--- src/rtl/core/dss_pkg.sv ---
// shared types, constants and codes for the dual stack shared buffer
package dss_pkg;

	// buffer geometry
	localparam int DEPTH      = 256;
	localparam int DATA_WIDTH = 32;
	localparam int ADDR_W     = $clog2(DEPTH);
	localparam int CNT_W      = 9;
	localparam int SUM_W      = CNT_W + 1;

	// operation codes
	localparam logic [1:0] OP_PUSH = 2'd0;
	localparam logic [1:0] OP_POP  = 2'd1;
	localparam logic [1:0] OP_TOP  = 2'd2;

	// status codes
	localparam logic [1:0] STAT_OK    = 2'd0;
	localparam logic [1:0] STAT_UNDER = 2'd1;
	localparam logic [1:0] STAT_OVER  = 2'd2;

	// request word
	typedef struct packed {
		logic [1:0]  operation;
		logic        stack_select;
		logic [31:0] push_value;
	} cmd_word_t;

	// response word
	typedef struct packed {
		logic [31:0] top_value;
		logic [1:0]  status;
		logic [8:0]  size_one;
		logic [8:0]  size_two;
	} rsp_word_t;

	// controller states
	typedef enum logic [1:0] {
		S_IDLE,
		S_EXEC,
		S_LOAD
	} state_t;

	// controller to datapath commands
	typedef struct packed {
		logic load_item;
		logic exec;
		logic load_out;
	} dp_cmd_t;

endpackage

--- src/rtl/core/dss_ctrl.sv ---
// controller: request sequencing and response word handshake
module dss_ctrl (
	input  logic             clk,
	input  logic             arst_n,
	input  logic             cmd_valid,
	output logic             cmd_stall,
	output logic             rsp_valid,
	input  logic             rsp_stall,
	output dss_pkg::dp_cmd_t ctl
);

	dss_pkg::state_t state_q;
	dss_pkg::state_t state_nxt;
	logic            rsp_valid_q;
	logic            rsp_free;

	// state register
	always_ff @(posedge clk or negedge arst_n) begin
		if (!arst_n) begin
			state_q <= dss_pkg::S_IDLE;
		end else begin
			state_q <= state_nxt;
		end
	end

	// next state and datapath commands
	always_comb begin
		state_nxt     = state_q;
		ctl           = '0;
		cmd_stall     = 1'b1;
		rsp_free      = !rsp_valid_q || !rsp_stall;
		case (state_q)
			dss_pkg::S_IDLE: begin
				cmd_stall = 1'b0;
				if (cmd_valid) begin
					ctl.load_item = 1'b1;
					state_nxt     = dss_pkg::S_EXEC;
				end
			end
			dss_pkg::S_EXEC: begin
				ctl.exec  = 1'b1;
				state_nxt = dss_pkg::S_LOAD;
			end
			dss_pkg::S_LOAD: begin
				if (rsp_free) begin
					ctl.load_out = 1'b1;
					state_nxt    = dss_pkg::S_IDLE;
				end
			end
			default: begin
				state_nxt = dss_pkg::S_IDLE;
			end
		endcase
	end

	// response word valid flag
	always_ff @(posedge clk or negedge arst_n) begin
		if (!arst_n) begin
			rsp_valid_q <= 1'b0;
		end else if (ctl.load_out) begin
			rsp_valid_q <= 1'b1;
		end else if (!rsp_stall) begin
			rsp_valid_q <= 1'b0;
		end
	end

	assign rsp_valid = rsp_valid_q;

endmodule

--- config.mk ---
export PLATFORM = sky130hd
export DESIGN_NAME = dss_ctrl
export DESIGN_NICKNAME = d
export VERILOG_FILES = /design/src/rtl/core/dss_pkg.sv /design/src/rtl/core/dss_ctrl.sv
export SDC_FILE = /design/constraint.sdc
export NUM_CORES = 1
export LEC_CHECK = 0
export BUFFER_PORTS_ARGS = -buffer_cell sky130_fd_sc_hd__buf_2
export CAP_MARGIN = 20
export CORE_AREA = 4 4 41 43
export CTS_CLUSTER_DIAMETER = 100
export CTS_CLUSTER_SIZE = 12
export DETAILED_ROUTE_END_ITERATION = 10
export DIE_AREA = 0 0 45 47
export PLACE_DENSITY = 0.3
export REMOVE_ABC_BUFFERS = 1
export SYNTH_ARGS = -nofsm -noshare
export SYNTH_HDL_FRONTEND = slang
export SYNTH_SLANG_ARGS = --single-unit
--- constraint.sdc ---
create_clock -name clk -period 1.1 [get_ports clk]
set_input_delay 0.22 -clock clk [delete_from_list [all_inputs] [get_ports clk]]
set_output_delay 0.22 -clock clk [all_outputs]
set_load 0.02 [all_outputs]
Word level (Yosys, flattened, before mapping) --
Cells that the tools add are included.
Operators by class: equal/unequal tests 5, muxes and demuxes 11, reduce and logical (&&, ||, !) cells 5
Operator list (count):
- 1-bit two-way mux | 8
- 2-bit one-hot mux with 3 select lines | 1
- 2-bit two-way mux | 2
- 2-bit != test (second input constant) | 2
- 2-bit by 1-bit equality test with 1-bit output (second input constant) | 1
- 2-bit equality test (second input constant) | 1
- 1-bit zero test | 2
- 2-bit zero test | 1
- 2-bit by 1-bit != test with 1-bit output (second input constant) | 1
- 2-bit AND reduction | 1
- 1-bit logical OR | 1
Word-level totals: output and inout port bits 5, register bits after elaboration 3, bits of input ports 4, logic and storage cells 23

Logic depth before layout (Yosys ltp) --
depth in word-level cells 5, depth in mapped cells 2, mapped depth without buffers 2

Worst setup path before layout --
OpenSTA, ideal clock, no wires.
path type reg2out, start register state_q[0], end output port ctl[2] (netlist bit), path buffers 0, required time 880 ps, cell stages (with the launch flop) 3, path slack -119 ps, arrival 999 ps, path through dfrtp_1 or2_1 nor2_1
RTL lines:
- start, declared | line dss_ctrl.sv:12 | dss_pkg::state_t state_q;
- start signal, assigned | line dss_ctrl.sv:20 | state_q <= dss_pkg::S_IDLE;
- start signal, assigned | line dss_ctrl.sv:22 | state_q <= state_nxt;
- end, declared | line dss_ctrl.sv:9 | output dss_pkg::dp_cmd_t ctl

==> impl_metrics.env <==
export IMPL_status="finished with violations"
export IMPL_violations="setup timing"
export IMPL_via_per_inst=3.26
export IMPL_grt_first_pass_wirelength_um=483
export IMPL_synth_seq_cells=3
export IMPL_stdcell_area_um2=253
export IMPL_synth_area_leaders="dfrtp_1, buf_4, nand2_1"
export IMPL_cp_arrival_ps=1070
export IMPL_cp_top_family="flip-flops"
export IMPL_ys_types=10
export IMPL_cts_tree="built"
export IMPL_rows=13
export IMPL_drv_slew=0
export IMPL_grt_max_degree=4
export IMPL_min_period_ps=1290
export IMPL_cp_end_kind="output pin"
export IMPL_skew_ps=4.45
export IMPL_whs_ps=245
export IMPL_cts_made_buffers=3
export IMPL_ant_nets=0
export IMPL_start_kind="flop"
export IMPL_drive_gt1_frac=0.556
export IMPL_synth_yosys_seq_area_share=0.566
export IMPL_drt_initial_drc_count=4
export IMPL_hold_path_startpoint="rsp_stall"
export IMPL_worstSkewPairLatency_ps=230
export IMPL_cp_cell_sequence="or2_4, nor2_4, buf_6"
export IMPL_grt_pass1_vias=114
export IMPL_drc_errors=0
export IMPL_timing_rr_start="state_q[0]"
export IMPL_num_vias=137
export IMPL_cp_startpoint="state_q[0]"
export IMPL_relSlewSlack=0.915
export IMPL_hold_viol=0
export IMPL_power_density_nw_per_um2=2540
export IMPL_synth_avg_cell_area_um2=9.47
export IMPL_clock_sinks=3
export IMPL_die_h_um=47
export IMPL_setup_slack_ps=-188
export IMPL_wl_per_cell_um=8.19
export IMPL_slowest_delay_ps=370
export IMPL_synth_warnings=0
export IMPL_gp_congestion=0.584
export IMPL_cts_max_level=1
export IMPL_crit_type="reg -> out"
export IMPL_track_usage=0.0420
export IMPL_synth_top_area_cell="dfrtp_1"
export IMPL_p_leak_nw=0.129
export IMPL_maxCapViolCount=0
export IMPL_hold_class="in -> reg"
export IMPL_synth_top_area_frac=0.566
export IMPL_diodes=0
export IMPL_nets=32
export IMPL_grt_overflow_total=0
export IMPL_synth_area_um2=133
export IMPL_core_um2=1300
export IMPL_clockBufferDepth=2
export IMPL_syn_to_final_growth_pct=90.6
export IMPL_ioPinCount=9
export IMPL_synthCells=14
export IMPL_cts_clk_slew_worst_paths_ps=40
export IMPL_dieArea_um2=2120
export IMPL_rsz0062_at_grt="yes"
export IMPL_antenna_found_initial=0
export IMPL_wirelength_um=344
export IMPL_cp_num_buf_inv=1
export IMPL_cp_slowest_cell="dfrtp_1"
export IMPL_required_ps=880
export IMPL_finalSetupViolations=4
export IMPL_cts_root_buf="clkbuf_4"
export IMPL_die_x_um=45
export IMPL_finalCritPeriodShare=1.17
export IMPL_port_buffers=8
export IMPL_initial_core_util=0.102
export IMPL_ir_drop_mv=0.915
export IMPL_placed_area_um2=191
export IMPL_tightest_slew_ps=127
export IMPL_crit_path_max_fanout=3
export IMPL_drt_pass1_iterations=2
export IMPL_fmax_mhz=777
## worst reg2reg max path: cells and delay by family (launching register included)
kind / cells / cell delay (ps)
compound gates: 1 / 130
buf+inv: 1 / 140
flops: 1 / 370
simple gates: 1 / 170
## through the flow
step                cells  setup TNS [ps]  total power [mW]  utilization  worst slack (ps)
detailed placement     37               0             0.393        0.147              25.9
global placement       37               0             0.394        0.147              25.3
floorplan              13            -119             0.305            -              -119
global route           42            -809             0.705        0.194              -247
CTS                    42            -579             0.616        0.181              -222
finish                 42            -516             0.641        0.194              -188
## registers in the layout, indices dropped and copies added (netlist names)
name,flops
state_q,2
rsp_valid,1
## worst paths after layout
path,cells past startpoint,to,slack (ps)
min,3,rsp_valid,240
max,3,ctl[2],-190
max in group asynchronous,2,state_q[1],650
min reg2reg,2,rsp_valid,530
min in group asynchronous,2,rsp_valid,330
max reg2reg,3,state_q[1],210
## layout make-up
type	instances	area, um^2
clock buffer	4	26.3
fill	157	1050
inverter	1	3.75
multi-input combinational	9	60.1
sequential	3	75.1
tap	15	18.8
timing repair buffer	10	68.8
## timing repair
| action | CTS | global route |
|---|---|---|
| setup endpoints to repair | 4 | 4 |
| hold endpoints to repair | 3 | 0 |
| setup buffers | 0 | 0 |
| gates resized for setup | 3 | 5 |
| hold buffers | 1 | 0 |
| gates cloned | 0 | 0 |
## cells in the mapped netlist
library cell and count:
nor2b_1 1, nor2_1 2, nand2_1 2, nand2b_1 1, buf_4 1, inv_1 1, dfrtp_1 3, a21oi_1 1
o21bai_1 1, or2_1 1
## cells in the final DEF, fill, tap and decap left out
cell type / count
or2_4: 1
buf_6: 1
dfrtp_1: 3
inv_1: 1
nand2b_1: 1
a21oi_2: 1
clkbuf_4: 3
nor2_4: 1
clkbuf_1: 1
nand2_1: 2
buf_4: 3
o21bai_1: 1
buf_2: 5
nor2b_1: 1
dlygate4sd3_1: 1
nor2_1: 1
## power breakdown
part	internal [mW]	switching, mW	total, mW
clock	0.136	0.0558	0.192
combinational	0.125	0.153	0.279
sequential	0.146	0.0244	0.171
## routing by layer
metal / share of wire / track usage / up-vias
met5: 0 / 0 / -
met4: 0.017 / 0.0351 / 0
met3: 0.25 / 0.0690 / 2
met2: 0.34 / 0.0367 / 11
met1: 0.39 / 0.0367 / 55
li1: - / - / 69
## cell families (layout without fill, tap and decap cells)
kind of cell           count (synthesis)  after routing  synth area share
buffers and inverters                  2             15            0.0849
AOI/OAI and AO/OA                      2              2            0.0943
DFF                                    3              3             0.566
and+or+nand+nor                        7              7             0.255
No activity file was read; power rests on OpenSTA's default activity.
